**config.mk**
```make
export PLATFORM = sky130hd
export DESIGN_NAME = dual_pedal_sensor_position_check_top
export DESIGN_NICKNAME = d
export VERILOG_FILES = /design/src/hdl/dpsc_pkg.sv /design/src/hdl/dpsc_lane.sv /design/src/hdl/dpsc_merge.sv /design/src/hdl/dual_pedal_sensor_position_check_top.sv
export SDC_FILE = /design/constraint.sdc
export NUM_CORES = 2
export LEC_CHECK = 0
export ABC_CLOCK_PERIOD_IN_PS = 33200
export CORE_UTILIZATION = 31
export CTS_CLUSTER_SIZE = 12
export DETAILED_ROUTE_END_ITERATION = 8
export DONT_BUFFER_PORTS = 1
export GPL_TIMING_DRIVEN = 0
export PLACE_DENSITY = 0.51
export SYNTH_ARGS = -nofsm -noshare
export SYNTH_HDL_FRONTEND = slang
export SYNTH_SLANG_ARGS = --single-unit
```
**constraint.sdc**
```tcl
create_clock -name clk -period 33.2 [get_ports clk]
set_input_delay 9.96 -clock clk [delete_from_list [all_inputs] [get_ports clk]]
set_output_delay 9.96 -clock clk [all_outputs]
set_load 0.01 [all_outputs]
```
**src/hdl/dpsc_pkg.sv**
```systemverilog
package dpsc_pkg;

  localparam int SAMPLE_W  = 12;
  localparam int MV_W      = 12;
  localparam int TRAVEL_W  = 10;
  localparam int REG_W     = 13;
  localparam int REG_IDX_W = 2;

  // Converter scaling: mv = floor(raw * 3300 / 4095).
  localparam int ADC_FULL_CODE = 4095;
  localparam int ADC_REF_MV    = 3300;
  localparam int PROD_W        = SAMPLE_W + MV_W;
  // 2^24 / 4095 is just above 4097, so (p * 4097) >> 24 undershoots by at most one.
  localparam int ADC_SHIFT     = 2 * SAMPLE_W;

  // Deadzone: d = floor(span / 20), estimated as (span * 3277) >> 16 and corrected.
  localparam int DZ_DIV   = 20;
  localparam int DZ_RECIP = 3277;
  localparam int DZ_SHIFT = 16;
  localparam int DZ_W     = 9;
  localparam int DZP_W    = REG_W + DZ_SHIFT - 4;

  // Plausibility limits.
  localparam int CH1_FLOOR_MV   = 500;
  localparam int CH2_FLOOR_MV   = 250;
  localparam int CH1_CEIL_MV    = 4500;
  localparam int CH2_CEIL_MV    = 2250;
  localparam int MIN_SPLIT_MV   = 30;
  localparam int MAX_TRAVEL_GAP = 100;
  localparam int CAL_MARGIN_MV  = 100;
  localparam int FULL_TRAVEL    = 1000;

  // Travel divider: quotient below 1024, one quotient bit per stage.
  localparam int DIV_STEPS = TRAVEL_W;
  localparam int NUM_W     = MV_W + TRAVEL_W;
  localparam int DEN_W     = REG_W;

  // Three lane setup stages, the divider, the lane output and the merge stage.
  localparam int PIPE_DEPTH = 3 + DIV_STEPS + 2;

  localparam logic [REG_W-1:0] CH1_MIN_RESET = 13'd600;
  localparam logic [REG_W-1:0] CH1_MAX_RESET = 13'd4400;
  localparam logic [REG_W-1:0] CH2_MIN_RESET = 13'd350;
  localparam logic [REG_W-1:0] CH2_MAX_RESET = 13'd2150;

  typedef enum logic [REG_IDX_W-1:0] {
    REG_CH1_MIN = 2'd0,
    REG_CH1_MAX = 2'd1,
    REG_CH2_MIN = 2'd2,
    REG_CH2_MAX = 2'd3
  } reg_idx_t;

  typedef struct packed {
    logic [SAMPLE_W-1:0] sample_one;
    logic [SAMPLE_W-1:0] sample_two;
  } sample_t;

  typedef struct packed {
    logic [MV_W-1:0]     volts_one_mv;
    logic [MV_W-1:0]     volts_two_mv;
    logic [TRAVEL_W-1:0] travel_one;
    logic [TRAVEL_W-1:0] travel_two;
    logic [TRAVEL_W-1:0] pedal_travel;
    logic                plausible;
  } result_t;

  typedef struct packed {
    logic [REG_W-1:0] min_mv;
    logic [REG_W-1:0] max_mv;
  } cal_t;

  typedef struct packed {
    logic [MV_W-1:0]     mv;
    logic [TRAVEL_W-1:0] travel;
  } lane_out_t;

endpackage

```
**src/hdl/dpsc_lane.sv**
```systemverilog
module dpsc_lane (
  input  logic                           clk,
  input  logic                           en,
  input  logic [dpsc_pkg::SAMPLE_W-1:0]  raw,
  input  dpsc_pkg::cal_t                 cal,
  output dpsc_pkg::lane_out_t            lane_out
);
  import dpsc_pkg::*;

  typedef struct packed {
    logic [NUM_W-1:0]    rem;
    logic [TRAVEL_W-1:0] quo;
    logic [DEN_W-1:0]    den;
    logic [MV_W-1:0]     mv;
    logic                full;
    logic                pos;
  } div_stage_t;

  // Stage 1: scaling product and calibration span.
  logic [PROD_W-1:0] prod;
  logic [REG_W-1:0]  span;
  logic [REG_W-1:0]  span_next;
  logic [DZP_W-1:0]  span_prod;

  // Stage 2: millivolts and trimmed end points.
  logic [PROD_W+12:0]        scaled;
  logic [MV_W-1:0]           q_est;
  logic [PROD_W-1:0]         adc_rem;
  logic [MV_W-1:0]           mv_next;
  logic [DZ_W-1:0]           dz_est;
  logic [REG_W-1:0]          dz_times;
  logic [DZ_W-1:0]           dz;
  logic [MV_W-1:0]           mv2;
  logic [REG_W:0]            lo2;
  logic signed [REG_W+1:0]   hi2;

  // Stage 3 feeds the divider.
  logic                      full3;
  logic                      pos3;
  logic [MV_W-1:0]           offs3;
  logic signed [REG_W+1:0]   den_full;

  div_stage_t st [0:DIV_STEPS];

  assign span_next = (cal.max_mv >= cal.min_mv) ? (cal.max_mv - cal.min_mv)
                                                : (cal.min_mv - cal.max_mv);

  always_ff @(posedge clk) begin
    if (en) begin
      prod      <= {{(PROD_W-SAMPLE_W){1'b0}}, raw} * PROD_W'(ADC_REF_MV);
      span      <= span_next;
      span_prod <= {{(DZP_W-REG_W){1'b0}}, span_next} * DZP_W'(DZ_RECIP);
    end
  end

  always_comb begin
    scaled   = {13'd0, prod} + {1'b0, prod, 12'd0};
    q_est    = scaled[ADC_SHIFT+MV_W-1:ADC_SHIFT];
    adc_rem  = prod - (PROD_W'({q_est, 12'd0}) - PROD_W'(q_est));
    mv_next  = (adc_rem >= PROD_W'(ADC_FULL_CODE)) ? (q_est + 1'b1) : q_est;
    dz_est   = span_prod[DZ_SHIFT+DZ_W-1:DZ_SHIFT];
    dz_times = REG_W'({dz_est, 4'b0}) + REG_W'({dz_est, 2'b0});
    dz       = (dz_times > span) ? (dz_est - 1'b1) : dz_est;
  end

  always_ff @(posedge clk) begin
    if (en) begin
      mv2 <= mv_next;
      lo2 <= {1'b0, cal.min_mv} + (REG_W+1)'(dz);
      hi2 <= $signed({2'b0, cal.max_mv}) - $signed({{(REG_W+2-DZ_W){1'b0}}, dz});
    end
  end

  // The divider result is only used when lo < mv < hi, so the span there is positive.
  always_comb begin
    full3    = $signed({3'b0, mv2}) >= hi2;
    pos3     = {2'b0, mv2} > lo2;
    offs3    = mv2 - lo2[MV_W-1:0];
    den_full = hi2 - $signed({1'b0, lo2});
  end

  always_ff @(posedge clk) begin
    if (en) begin
      st[0].rem  <= {{TRAVEL_W{1'b0}}, offs3} * NUM_W'(FULL_TRAVEL);
      st[0].quo  <= '0;
      st[0].den  <= den_full[DEN_W-1:0];
      st[0].mv   <= mv2;
      st[0].full <= full3;
      st[0].pos  <= pos3;
    end
  end

  for (genvar k = 0; k < DIV_STEPS; k++) begin : g_div
    localparam int B = DIV_STEPS - 1 - k;
    logic [NUM_W:0] trial;
    div_stage_t     step_next;
    assign trial = (NUM_W+1)'(st[k].den) << B;
    always_comb begin
      step_next = st[k];
      if ({1'b0, st[k].rem} >= trial) begin
        step_next.rem    = st[k].rem - trial[NUM_W-1:0];
        step_next.quo[B] = 1'b1;
      end
    end
    always_ff @(posedge clk) begin
      if (en) begin
        st[k+1] <= step_next;
      end
    end
  end

  always_ff @(posedge clk) begin
    if (en) begin
      lane_out.mv <= st[DIV_STEPS].mv;
      if (st[DIV_STEPS].full) begin
        lane_out.travel <= TRAVEL_W'(FULL_TRAVEL);
      end else if (st[DIV_STEPS].pos) begin
        lane_out.travel <= st[DIV_STEPS].quo;
      end else begin
        lane_out.travel <= '0;
      end
    end
  end

endmodule

```
**src/hdl/dpsc_merge.sv**
```systemverilog
module dpsc_merge (
  input  logic                 clk,
  input  logic                 en,
  input  dpsc_pkg::lane_out_t  lane_one,
  input  dpsc_pkg::lane_out_t  lane_two,
  input  dpsc_pkg::cal_t       cal_one,
  input  dpsc_pkg::cal_t       cal_two,
  output dpsc_pkg::result_t    result
);
  import dpsc_pkg::*;

  logic [MV_W-1:0]     volt_gap;
  logic [TRAVEL_W-1:0] travel_gap;
  logic [TRAVEL_W:0]   travel_sum;
  logic                grounded;
  logic                powered;
  logic                too_close;
  logic                cal_fault;
  logic                mismatch;

  // The low limit is min - 100 in signed terms, so compare mv + 100 against min.
  function automatic logic out_of_cal(input logic [MV_W-1:0] mv, input cal_t cal);
    logic [REG_W:0] v;
    v = (REG_W+1)'(mv);
    return ((v + (REG_W+1)'(CAL_MARGIN_MV)) < {1'b0, cal.min_mv}) ||
           (v > ({1'b0, cal.max_mv} + (REG_W+1)'(CAL_MARGIN_MV)));
  endfunction

  always_comb begin
    volt_gap   = (lane_one.mv >= lane_two.mv) ? (lane_one.mv - lane_two.mv)
                                              : (lane_two.mv - lane_one.mv);
    travel_gap = (lane_one.travel >= lane_two.travel) ? (lane_one.travel - lane_two.travel)
                                                      : (lane_two.travel - lane_one.travel);
    travel_sum = {1'b0, lane_one.travel} + {1'b0, lane_two.travel};
    grounded   = (lane_one.mv < MV_W'(CH1_FLOOR_MV)) || (lane_two.mv < MV_W'(CH2_FLOOR_MV));
    powered    = ((REG_W+1)'(lane_one.mv) > (REG_W+1)'(CH1_CEIL_MV)) ||
                 (lane_two.mv > MV_W'(CH2_CEIL_MV));
    too_close  = volt_gap < MV_W'(MIN_SPLIT_MV);
    cal_fault  = out_of_cal(lane_one.mv, cal_one) || out_of_cal(lane_two.mv, cal_two);
    mismatch   = travel_gap > TRAVEL_W'(MAX_TRAVEL_GAP);
  end

  always_ff @(posedge clk) begin
    if (en) begin
      result.volts_one_mv <= lane_one.mv;
      result.volts_two_mv <= lane_two.mv;
      result.travel_one   <= lane_one.travel;
      result.travel_two   <= lane_two.travel;
      result.pedal_travel <= travel_sum[TRAVEL_W:1];
      result.plausible    <= !(grounded || powered || too_close || cal_fault || mismatch);
    end
  end

endmodule

```
**src/hdl/dual_pedal_sensor_position_check_top.sv**
```systemverilog
// Redundant pedal sensor check. Each item carries one raw 12-bit reading from each of
// two pedal sensors; the block returns one result per item with both voltages in
// millivolts, both travels in tenths of a percent, their floor average and a
// plausibility flag. One item is accepted every clock cycle unless the input is stalled;
// each item passes the lane setup stages and then the ten-stage restoring divider in each
// channel's lane that turns voltage into travel. A one-entry skid register behind the
// last stage lets the pipeline take a new item while a finished result waits; the input
// is stalled only while that register is occupied. Calibration registers are read
// directly by the pipeline, so they must be written while no item is in flight.
module dual_pedal_sensor_position_check_top (
  input  logic                            clk,
  input  logic                            rst,
  input  logic                            sample_valid,
  output logic                            sample_stall,
  input  dpsc_pkg::sample_t               sample,
  output logic                            result_valid,
  input  logic                            result_stall,
  output dpsc_pkg::result_t               result,
  input  logic                            cfg_we,
  input  logic [dpsc_pkg::REG_IDX_W-1:0]  cfg_index,
  input  logic [dpsc_pkg::REG_W-1:0]      cfg_data
);
  import dpsc_pkg::*;

  cal_t                  cal_one;
  cal_t                  cal_two;
  logic                  en;
  logic [PIPE_DEPTH-1:0] vld;
  logic                  skid_full;
  result_t               skid;
  result_t               merged;
  lane_out_t             lane_one;
  lane_out_t             lane_two;

  always_ff @(posedge clk) begin
    if (rst) begin
      cal_one.min_mv <= CH1_MIN_RESET;
      cal_one.max_mv <= CH1_MAX_RESET;
      cal_two.min_mv <= CH2_MIN_RESET;
      cal_two.max_mv <= CH2_MAX_RESET;
    end else if (cfg_we) begin
      case (reg_idx_t'(cfg_index))
        REG_CH1_MIN: cal_one.min_mv <= cfg_data;
        REG_CH1_MAX: cal_one.max_mv <= cfg_data;
        REG_CH2_MIN: cal_two.min_mv <= cfg_data;
        REG_CH2_MAX: cal_two.max_mv <= cfg_data;
        default: ;
      endcase
    end
  end

  // The whole pipeline moves together whenever the skid register is free.
  assign en           = !skid_full;
  assign sample_stall = skid_full;

  always_ff @(posedge clk) begin
    if (rst) begin
      vld       <= '0;
      skid_full <= 1'b0;
    end else begin
      if (en) begin
        vld <= {vld[PIPE_DEPTH-2:0], sample_valid};
      end
      if (en && vld[PIPE_DEPTH-1] && result_stall) begin
        skid_full <= 1'b1;
      end else if (skid_full && !result_stall) begin
        skid_full <= 1'b0;
      end
    end
  end

  always_ff @(posedge clk) begin
    if (en && vld[PIPE_DEPTH-1] && result_stall) begin
      skid <= merged;
    end
  end

  assign result_valid = skid_full || vld[PIPE_DEPTH-1];
  assign result       = skid_full ? skid : merged;

  dpsc_lane u_lane_one (
    .clk      (clk),
    .en       (en),
    .raw      (sample.sample_one),
    .cal      (cal_one),
    .lane_out (lane_one)
  );

  dpsc_lane u_lane_two (
    .clk      (clk),
    .en       (en),
    .raw      (sample.sample_two),
    .cal      (cal_two),
    .lane_out (lane_two)
  );

  dpsc_merge u_merge (
    .clk      (clk),
    .en       (en),
    .lane_one (lane_one),
    .lane_two (lane_two),
    .cal_one  (cal_one),
    .cal_two  (cal_two),
    .result   (merged)
  );

endmodule

```
==> flow_summary.yaml <==
sta:
  hold_ws_ns: 0.388
  skew_ns: 0.0514
  relSlewSlack_pct: 25.3
  rsz0062_at_grt: "no"
  tightest_slew_ns: 1.11
  max_freq_ghz: 0.0704
  setup_viol: 0
  finalMaxSlewViolations: 0
  hold_viol: 0
  fin_crit_ns: 14.20
  finalCritPeriodShare_pct: 42.8
yosys:
  ys_warn_count: 0
  synth_ff_type: "edfxtp_1"
  yosysTopAreaCellShare_pct: 46.5
  synth-seq-cells: 1454
  synthMuxAreaShare_pct: 2.26
  yosysUniqueCellTypes: 82
  syn-num-nets: 9102
  synth_compound_area_share_pct: 9.58
  synthAdderAreaFrac_pct: 20.8
  ys_async_sr_fraction_pct: 0
  synth_area_um2: 89500
  avgSynthCellArea_um2: 11.6
  ys_seq_area_share_pct: 48.0
  synthTopCellsByArea: "edfxtp_1, ha_1, fa_1"
  synth_top_family_by_area: "adder cells"
  yosys.area.top_type: "edfxtp_1"
  postSynthCellCount: 7724
  synth_simple_gate_area_share_pct: 8.82
  synth-xor-area-share_pct: 5.30
  synth_edf_count: 1386
clock_tree:
  cts_tree: "yes"
  cts_setup_buffers: 0
  clockBufferDepth: 4
  cts_sinks: 1454
  cts_root_buffer: "clkbuf_16"
  postCtsHoldBufs: 0
  htreeDepth: 4
  clk_latency_ns: 0.83
  clk_pin_slew_ns: 0.06
  cts_resized: 0
  numCtsBuffers: 170
place:
  gp_congestion: 0.885
  hpwl_um: 148000
  io_buffers: 0
finish:
  nets: 9288
  layout-drive-gt1-share_pct: 5.02
  seqCellArea_um2: 43000
  final_util_pct: 34.8
  fillerInstances: 27900
  area_growth_pct: 11.3
  multi_input_area_um2: 41900
worst_setup_path:
  critPathRequiredTime_ns: 33.76
  critPathLaunchType: "primary input"
  cp_cell_sequence: "ha_1 > inv_1 > fa_1 > fa_1 > inv_1 > fa_1 > fa_1 > ha_1 > o41ai_1 > o2111ai_1 > a31oi_1 > nor2b_1 > o21a_1 > o41ai_1 > xnor2_1"
  cpMostUsedCell: "fa_1"
  max_stage_delay_ns: 0.80
  cp.arrival_ns: 14.75
  worst_path_max_delay_cell: "o41ai_1"
  path_buf_inv: 2
  cp-end-kind: "flop"
  path_class: "primary input to flop"
  crit_path_max_fanout: 4
  crit_family: "adder cells"
floorplanning:
  dieHeight_um: 539
  fp.dieW_um: 539
  row_count: 196
  core_area_um2: 286000
  dieArea_um2: 291000
  start_util_pct: 31.3
  io_pins: 101
grt:
  grt.total_usage_pct: 12.8
  grt_pass1_vias: 57000
  grt_max_degree: 142
  grt_overflow: 0
  antenna_found_initial: 5
  grt_pass1_wl_um: 301000
outcome:
  status: "finished clean"
flow_run:
  maxCapViolCount: 0
route:
  totalWireLength_um: 189000
  vias_per_cell: 4.69
  vias: 55400
  drtAntennaViolNets: 0
  drt_iter0_drc: 2767
  post_drt_wl_per_cell_um: 16.0
  drcViolationCount: 0
  first_pass_iters: 5
worst_hold_path:
  hold_class: "flop to flop"
## synth_stat cells (7+ instances only)
cell / n
a41oi_1: 7
xor2_1: 177
a21o_1: 166
and3_1: 41
and4_1: 9
nand3_1: 96
a2111oi_0: 13
or3_1: 40
or2_2: 18
nand3b_1: 18
o2111ai_1: 12
ha_1: 1075
nor4b_1: 16
o211ai_1: 20
inv_1: 1140
and2_1: 42
a211oi_1: 26
xnor2_1: 364
or4_1: 10
a21boi_0: 62
nor2b_1: 121
nor3_1: 124
fa_1: 259
nand4_1: 93
a21oi_1: 432
edfxtp_1: 1386
a211o_1: 23
o21a_1: 63
a31oi_1: 35
clkbuf_1: 85
dfxtp_1: 68
nand2b_1: 83
o21ai_0: 322
mux2i_1: 64
a221oi_1: 14
o21bai_1: 58
nor4_1: 54
nand2_1: 387
nor2_1: 433
o41ai_1: 17
o31ai_1: 34
mux2_2: 122
o21ai_1: 7
## final timing paths
kind         cells past startpoint           startpoint  slack (ns)                       end
max reg2reg                     32           cal_one[1]       23.23  u_lane_one.span_prod[24]
max                             15           sample[13]       19.00       u_lane_one.prod[23]
min reg2reg                      0  u_lane_two.st[9][8]        0.39      u_lane_two.st[10][8]
min                              0  u_lane_two.st[9][8]        0.39      u_lane_two.st[10][8]
## state kept, by name, indices dropped and copies added (netlist names), 11 cells and up
| name | flops |
|---|---|
| cal_one | 26 |
| cal_two | 26 |
| skid | 55 |
| u_lane_one.hi2 | 14 |
| u_lane_one.lane_out | 22 |
| u_lane_one.lo2 | 14 |
| u_lane_one.mv2 | 12 |
| u_lane_one.prod | 22 |
| u_lane_one.span | 11 |
| u_lane_one.span_prod | 11 |
| u_lane_one.st | 532 |
| u_lane_two.hi2 | 14 |
| u_lane_two.lane_out | 22 |
| u_lane_two.lo2 | 14 |
| u_lane_two.mv2 | 12 |
| u_lane_two.prod | 22 |
| u_lane_two.span | 13 |
| u_lane_two.st | 532 |
| u_merge.result | 55 |
| vld | 15 |
## through the flow
step	std cells	TNS [ns]	instance area [um2]	worst slack, ns
after floorplan	7724	0	89500	2.34
after global placement	11500	-6710.55	94200	-8.37
after detailed placement	11500	0	94600	18.16
after CTS	11800	0	99600	19.05
after global routing	11800	0	99600	18.70
final	11800	0	99600	19.00
## final cells by class
type	count	area share [%]
Multi-Input combinational cell	5037	42.0
Sequential cell	1454	43.1
Clock buffer	212	4.47
Tap cell	3762	4.72
Timing Repair Buffer	14	0.348
Buffer	92	0.358
Clock inverter	79	0.617
Antenna cell	1	0.00251
Inverter	1141	4.31
## metal layers
metal,global-route usage [%],routed length [um],up-vias
met5,0,17,-
met2,22.7,92000,861
met1,15.5,83400,26400
li1,-,-,27700
met4,4.79,6780,2
met3,2.04,6740,355
## worst reg2reg max path: cells and delay by family, from the launching register on
kind	cells	cell delay (ns)
compound gates	14	3.98
fa+ha+maj	7	3.08
buf+inv	6	0.94
xor+xnor	2	0.82
flops	1	0.58
simple gates	3	0.34
## kinds of logic (layout without fill, tap and decap cells)
kind of cell,count (synthesis),in the layout
AND/OR/NAND/NOR,1606,1606
flip-flops,1454,1454
AO/OA/AOI/OAI,1369,1369
adder cells (fa/ha/maj),1334,1334
buffers and inverters,1233,1538
XOR/XNOR,541,541
multiplexers,187,187
other,0,1
## layout by cell type (no fill, tap or decap), types with 121 or more instances in the layout
cell,netlist,routed
a21o_1,166,166
a21oi_1,432,432
clkbuf_1,85,124
clkbuf_16,0,171
edfxtp_1,1386,1386
fa_1,259,259
ha_1,1075,1075
inv_1,1140,1139
mux2_2,122,122
nand2_1,387,387
nor2_1,433,433
nor2b_1,121,121
nor3_1,124,124
o21ai_0,322,322
xnor2_1,364,364
xor2_1,177,177
Power is not shown: default switching activity piles up to over one toggle a cycle in this logic, so the estimate is an artifact.
